[config.mk]
export PLATFORM = sky130hd
export DESIGN_NAME = npc_cell
export DESIGN_NICKNAME = d
export VERILOG_FILES = /design/src/rtl/npc_pkg.sv /design/src/rtl/npc_cell.sv
export SDC_FILE = /design/constraint.sdc
export NUM_CORES = 1
export LEC_CHECK = 0
export ABC_AREA = 1
export BUFFER_PORTS_ARGS = -buffer_cell sky130_fd_sc_hd__buf_2
export CORE_UTILIZATION = 25
export CTS_BUF_LIST = sky130_fd_sc_hd__clkbuf_2
export DETAILED_ROUTE_END_ITERATION = 10
export SLEW_MARGIN = 10
export SYNTH_ARGS = -nofsm -noshare
export SYNTH_HDL_FRONTEND = slang
export SYNTH_SLANG_ARGS = --single-unit
export TNS_END_PERCENT = 1
[constraint.sdc]
create_clock -name clk_i -period 13.3 [get_ports clk_i]
set_input_delay 2.66 -clock clk_i [delete_from_list [all_inputs] [get_ports clk_i]]
set_output_delay 2.66 -clock clk_i [all_outputs]
set_load 0.005 [all_outputs]
[src/rtl/npc_pkg.sv]
`timescale 1ns / 1ps
`default_nettype none

package npc_pkg;

  // Field widths fixed by the item format.
  localparam int ChanWidth      = 8;
  localparam int IdxWidth       = 8;
  localparam int SqWidth        = 2 * ChanWidth;
  // Three squared channel differences need two more bits than one square.
  localparam int DistWidth      = SqWidth + 2;
  localparam int PaletteEntries = 256;

  // Starting best distance, larger than any real distance (3*255*255).
  localparam logic [DistWidth-1:0] DistInit = '1;

  // Request codes.
  typedef enum logic {
    CmdWrite  = 1'b0,
    CmdEncode = 1'b1
  } cmd_e;

  typedef struct packed {
    logic [ChanWidth-1:0] red;
    logic [ChanWidth-1:0] green;
    logic [ChanWidth-1:0] blue;
  } color_t;

  // One request as it travels down the cell chain, with the running best match.
  typedef struct packed {
    cmd_e                 cmd;
    logic [IdxWidth-1:0]  entry_index;
    color_t               color;
    logic [IdxWidth-1:0]  best_index;
    logic [DistWidth-1:0] best_dist;
  } item_t;

  // Square of the absolute difference of two channel values.
  function automatic logic [SqWidth-1:0] sq_diff(input logic [ChanWidth-1:0] a,
                                                 input logic [ChanWidth-1:0] b);
    logic [ChanWidth-1:0] d;
    d = (a >= b) ? (a - b) : (b - a);
    return SqWidth'(d) * SqWidth'(d);
  endfunction

  // Sum of squared channel differences between two colors.
  function automatic logic [DistWidth-1:0] color_dist(input color_t p, input color_t e);
    return DistWidth'(sq_diff(p.red, e.red)) + DistWidth'(sq_diff(p.green, e.green))
         + DistWidth'(sq_diff(p.blue, e.blue));
  endfunction

endpackage

`default_nettype wire

[src/rtl/npc_cell.sv]
`timescale 1ns / 1ps
`default_nettype none

// One palette entry of the chain. Stage A computes the distance from the
// passing pixel to this entry; stage B folds it into the running best match.
// A write request for this entry updates it as the request enters stage A.
module npc_cell #(
  parameter int CELL_INDEX = 0
) (
  input  wire logic           clk_i,
  input  wire logic           rst_ni,
  input  wire logic           adv_i,
  input  wire logic           valid_i,
  input  wire npc_pkg::item_t item_i,
  output logic                valid_o,
  output npc_pkg::item_t      item_o
);

  localparam logic [npc_pkg::IdxWidth-1:0] CellIdx = CELL_INDEX[npc_pkg::IdxWidth-1:0];

  npc_pkg::color_t                  entry_q;
  logic                             a_valid_q;
  npc_pkg::item_t                   a_item_q;
  logic [npc_pkg::DistWidth-1:0]    a_dist_q;
  logic [npc_pkg::DistWidth-1:0]    dist_d;
  logic                             wr_hit;
  logic                             b_valid_q;
  npc_pkg::item_t                   b_item_q;
  npc_pkg::item_t                   b_item_d;

  // Distance of the incoming pixel to the stored entry.
  assign dist_d = npc_pkg::color_dist(item_i.color, entry_q);
  assign wr_hit = valid_i && (item_i.cmd == npc_pkg::CmdWrite) &&
                  (item_i.entry_index == CellIdx);

  // Stored palette entry; reset leaves the gray value of this index.
  always_ff @(posedge clk_i or negedge rst_ni) begin
    if (!rst_ni) begin
      entry_q <= '{red: CellIdx, green: CellIdx, blue: CellIdx};
    end else if (adv_i && wr_hit) begin
      entry_q <= item_i.color;
    end
  end

  // Stage A and stage B occupancy.
  always_ff @(posedge clk_i or negedge rst_ni) begin
    if (!rst_ni) begin
      a_valid_q <= 1'b0;
      b_valid_q <= 1'b0;
    end else if (adv_i) begin
      a_valid_q <= valid_i;
      b_valid_q <= a_valid_q;
    end
  end

  // Keep the earlier entry on a tie: strict less-than only.
  always_comb begin
    b_item_d = a_item_q;
    if ((a_item_q.cmd == npc_pkg::CmdEncode) && (a_dist_q < a_item_q.best_dist)) begin
      b_item_d.best_index = CellIdx;
      b_item_d.best_dist  = a_dist_q;
    end
  end

  // Payload of both stages.
  always_ff @(posedge clk_i) begin
    if (adv_i) begin
      a_item_q <= item_i;
      a_dist_q <= dist_d;
      b_item_q <= b_item_d;
    end
  end

  assign valid_o = b_valid_q;
  assign item_o  = b_item_q;

endmodule

`default_nettype wire

==> impl_metrics.csv, run 1 <==
group,metric,value,unit
synth,synth_nets,1822,
critical_path,cp_max_fo,9,
synth,ys_seq_area_share,34.0,%
sta,fin_crit_sh,66.1,%
clocking,cts_setup_buffers,0,
die,core-area,55100,um2
die,die_h,238,um
synth,synth_cell_types,44,
die,die-area,56700,um2
sta,fin_tns_setup,0,ns
finish,num-nets-final,1946,
finish,fin_util,28.4,%
sta,finalHoldViolations,0,
worst_hold_path,hold_path.class,"register to register",
routing,firstDrtPassIters,4,
routing,detail_route.wl_per_cell,13.2,um
grt,grt_util_all_layers,11.8,%
critical_path,slowest_delay,0.58,ns
critical_path,required,14.08,ns
finish,stdcell_area,15700,um2
placed_design,portBuffers,122,
die,die_x,238,um
clocking,tritoncts,"yes",
routing,drc,0,
routing,wirelength_met1,14000,um
routing,wirelength,31200,um
critical_path,crit_type,"input port to register",
clocking,root_buffer,"clkbuf_2",
grt,antenna_found_initial,2,
critical_path,cp_common_cell,"fa_1",
die,num_rows,86,
clocking,cts.clk_slew.worst_paths,0.27,ns
clocking,cts-hold-fix-buffers,0,
job,drv_cap,0,
clocking,cts_sinks,162,
synth,synth-warning-count,0,
sta,setup_violations,0,
synth,netlist_area,13900,um2
critical_path,worstPathArrival,9.57,ns
routing,via_per_inst,4.09,
clocking,cts-resized-gates,0,
critical_path,start_kind,"input port",
grt,grt.overflow.total,0,
grt,grt_pass1_wl,52000,um
synth,async_reset_ff_share,16.0,%
synth,syn_avg_cell_area,9.40,um2
grt,grt_max_degree,77,
finish,drive_gt1_share,14.1,%
sta,post-route-min-period,8.79,ns
outcome,status,"finished, final reports clean",
critical_path,critPathSlowestCell,"fa_1",
routing,met3_length,1160,um
die,start_util,25.3,%
sta,max-slew-margin-rel,33.1,%
clocking,cts_buffer_depth,2,
synth,synth_edf_count,136,
die,ios,123,
synth,synthFlopType,"edfxtp_1",
sta,drv_slew,0,
routing,wl_met2,15000,um
clocking,numCtsBuffers,17,
placed_design,dp_hpwl,25500,um
clocking,htree_levels,4,
sta,fmax,0.114,GHz
routing,first_iter_violations,387,
sta,fin_skew,0.0725,ns
critical_path,crit_path_end_kind,"register",
finish,syn_to_final_growth,12.5,%
placed_design,gp_congestion,0.854,
synth,ys_ff_latch,162,
synth,synthCells,1482,
routing,num_vias,9706,
routing,ant_nets,0,
routing,topRoutingLayerUsed,"met4",
sta,grt_setup_unrepaired,"false",
placed_design,placed_cell_area,15400,um2
clocking,clock_latency,1.04,ns
sta,tightestPinTransition,1.00,ns
grt,grt_pass1_vias,10400,
finish,fill_cells,5877,
## cells in the mapped netlist (25+ instances only)
cell type | number | area [um2]
fa_1 | 138 | 2760
dfrtp_1 | 26 | 651
nand2_1 | 298 | 1120
nand3_1 | 43 | 215
edfxtp_1 | 136 | 4080
o21ai_0 | 36 | 180
nand4_1 | 25 | 156
ha_1 | 139 | 1740
inv_1 | 349 | 1310
nor2_1 | 101 | 379
a21oi_1 | 35 | 175
## metal layers
layer / global-route usage, % / vias to the layer above
met5: 0 / -
met4: 5.94 / 0
met2: 19.8 / 144
met3: 2.74 / 46
li1: - / 4821
met1: 14.3 / 4695
## worst paths after layout
| kind | start | to | slack, ns | cells past startpoint |
|---|---|---|---|---|
| max reg2reg | entry_q[16]$_DFFE_PN0P_ | a_dist_q[11]$_DFFE_PP_ | 5.83 | 28 |
| min | a_item_q[29]$_DFFE_PP_ | item_o[29]$_DFFE_PP_ | 0.42 | 0 |
| min in group asynchronous | rst_ni | entry_q[16]$_DFFE_PN0P_ | 1.61 | 1 |
| max in group asynchronous | rst_ni | entry_q[3]$_DFFE_PN0P_ | 11.10 | 1 |
| max | item_i[42] | a_dist_q[11]$_DFFE_PP_ | 4.51 | 32 |
| min reg2reg | a_item_q[29]$_DFFE_PP_ | item_o[29]$_DFFE_PP_ | 0.42 | 0 |
## worst max-delay path, delay by kind of cell
family | cells | cell delay (ns)
adders and majority gates | 10 | 4.44
AOI/OAI and AO/OA | 4 | 0.66
buffers and inverters | 8 | 0.62
xor gates and xnor gates | 1 | 0.15
and+or+nand+nor | 9 | 1.03
## layout by cell type, fill, tap and decap left out, drive strengths merged, types with 12 or more instances in the layout
master	n
o21ai	43
a21oi	38
ha	139
nor2	113
dfrtp	26
inv	378
nand2	323
fa	138
edfxtp	136
xor2	20
buf	125
clkbuf	18
xnor2	12
nand4	27
nand3	46
## through the flow
| stage | cells | setup WS [ns] | hold slack [ns] |
|---|---|---|---|
| 2_1_floorplan | 1482 | 4.19 | 0.400 |
| 5_1_grt | 2372 | 4.24 | 0.417 |
| 6_report | 2372 | 4.51 | 0.423 |
| 3_3_place_gp | 2335 | 3.40 | 0.401 |
| 4_1_cts | 2367 | 4.63 | 0.413 |
| 3_5_place_dp | 2335 | 3.41 | 0.405 |
## logic make-up after synthesis
family	Yosys count	synth area share, %
simple gates	518	16.5
buf+inv	390	10.9
fa+ha+maj	277	32.3
flops	162	34.0
compound gates	103	4.32
xor+xnor	32	2.01
## sequential cells by signal (all words and copies together), names as in the netlist
name       cells
a_dist_q      18
item_o        59
valid_o        1
entry_q       24
a_valid_q      1
a_item_q      59
## final cells by class
| type | count | area (um2) | area share, % |
|---|---|---|---|
| antenna | 5 | 12.5 | 0.0798 |
| inverter | 370 | 1390 | 8.88 |
| sequential | 162 | 4730 | 30.2 |
| multi-input combinational | 930 | 7680 | 49.0 |
| clock buffer | 18 | 90.1 | 0.575 |
| clock inverter | 14 | 189 | 1.21 |
| tap | 748 | 936 | 5.97 |
| timing repair buffer | 125 | 639 | 4.08 |
Power of run 1 is not shown: default switching activity piles up to over one toggle a cycle in this logic, so the estimate is an artifact.
==> run 2, diff against run 1 <==
==> constraint.sdc (replaced) <==
create_clock -name clk_i -period 7.4 [get_ports clk_i]
set_input_delay 1.48 -clock clk_i [delete_from_list [all_inputs] [get_ports clk_i]]
set_output_delay 1.48 -clock clk_i [all_outputs]
set_load 0.005 [all_outputs]
==> impl_metrics.csv, run 2 (same netlist as run 1, synthesis figures left out) <==
group,metric,value,unit
placed_design,placed_cell_area,17000,um2
clocking,clock_latency,1.03,ns
sta,tightestPinTransition,0.989,ns
routing,firstDrtPassIters,6,
finish,drive_gt1_share,25.3,%
sta,finalHoldViolations,0,
critical_path,cp_common_cell,"fa_1",
grt,grt_max_degree,77,
finish,num-nets-final,2128,
die,die_x,238,um
critical_path,cp_max_fo,9,
routing,drc,0,
die,die_h,238,um
critical_path,start_kind,"input port",
grt,grt_pass1_vias,11100,
die,core-area,55100,um2
placed_design,dp_hpwl,26900,um
clocking,tritoncts,"yes",
sta,fin_skew,0.0717,ns
critical_path,worstPathArrival,7.84,ns
grt,antenna_found_initial,3,
die,start_util,25.3,%
critical_path,critPathSlowestCell,"fa_1",
sta,fmax,0.141,GHz
placed_design,gp_congestion,0.901,
clocking,numCtsBuffers,17,
finish,fill_cells,5827,
routing,via_per_inst,4.01,
sta,drv_slew,0,
sta,setup_violations,0,
critical_path,crit_path_end_kind,"register",
job,drv_cap,0,
clocking,cts_setup_buffers,0,
finish,mostFrequentLayoutCell,"inv_1",
routing,detail_route.wl_per_cell,12.6,um
die,die-area,56700,um2
sta,post-route-min-period,7.08,ns
finish,syn_to_final_growth,23.7,%
grt,grt.overflow.total,0,
clocking,cts_sinks,162,
sta,max-slew-margin-rel,34.0,%
clocking,cts.clk_slew.worst_paths,0.30,ns
finish,stdcell_area,17200,um2
grt,grt_pass1_wl,54400,um
clocking,htree_levels,4,
clocking,root_buffer,"clkbuf_2",
sta,grt_setup_unrepaired,"false",
finish,final_cell_mix,"inv_1, nand2_1, buf_4",
routing,ant_nets,0,
placed_design,portBuffers,122,
routing,first_iter_violations,386,
routing,num_vias,10300,
critical_path,crit_type,"input port to register",
critical_path,slowest_delay,0.57,ns
clocking,cts-hold-fix-buffers,0,
clocking,cts_buffer_depth,2,
critical_path,required,8.17,ns
grt,grt_util_all_layers,12.4,%
outcome,status,"finished, final reports clean",
die,ios,123,
sta,fin_crit_sh,95.6,%
clocking,cts-resized-gates,0,
worst_hold_path,hold_path.class,"input port to asynchronous set/reset pin",
die,num_rows,86,
routing,wirelength,32200,um
run 2: routing by layer:
layer  up-vias  share of wire [%]  track usage, %
li1       5180                  -               -
met1      4900                 45            15.0
met2       132                 49            21.3
met3        37                3.5            3.07
met4         2                2.2            4.45
met5         -              0.025               0
run 2: worst max-delay path, delay by kind of cell:
kind                     cells  cell delay [ns]
AO/OA/AOI/OAI                3             0.42
XOR/XNOR                     1             0.15
AND/OR/NAND/NOR              8             0.70
buffers and inverters        9             0.67
adder cells (fa/ha/maj)     10             4.40
run 2: path summary, 6_finish.rpt:
check,slack [ns],start,cells after the start,end
worst max-delay path,0.32,item_i[42],31,a_dist_q[12]$_DFFE_PP_
worst min-delay path,0.43,rst_ni,1,entry_q[21]$_DFFE_PN0P_
worst max register to register,0.46,entry_q[16]$_DFFE_PN0P_,29,a_dist_q[12]$_DFFE_PP_
worst min register to register,0.45,a_item_q[51]$_DFFE_PP_,0,item_o[51]$_DFFE_PP_
max in group asynchronous,6.43,rst_ni,1,entry_q[4]$_DFFE_PN0P_
min in group clk_i,0.45,a_item_q[51]$_DFFE_PP_,0,item_o[51]$_DFFE_PP_
run 2: area by class of cell:
cell class | instances | area [um2] | area share (%)
multi-input cells | 930 | 7910 | 45.9
clock buffers | 19 | 95.1 | 0.552
well taps | 748 | 936 | 5.43
repair buffers | 307 | 2010 | 11.6
inverters | 370 | 1400 | 8.10
diodes | 6 | 15.0 | 0.0871
flip-flops and latches | 162 | 4730 | 27.5
clock inverters | 13 | 144 | 0.835
run 2: through the flow:
step                setup WS [ns]  std cells  TNS (ns)  hold slack [ns]  util, %
floorplan                  -0.220       1482     -1.64            0.400        -
global placement           -0.722       2517     -7.91            0.401     30.8
detailed placement         -0.748       2517     -8.23            0.405     30.8
CTS                         0.417       2549         0            0.249     31.3
global route               0.0603       2555         0            0.319     31.3
finish                      0.323       2555         0            0.431     31.3
Power of run 2 is left out for the same reason.
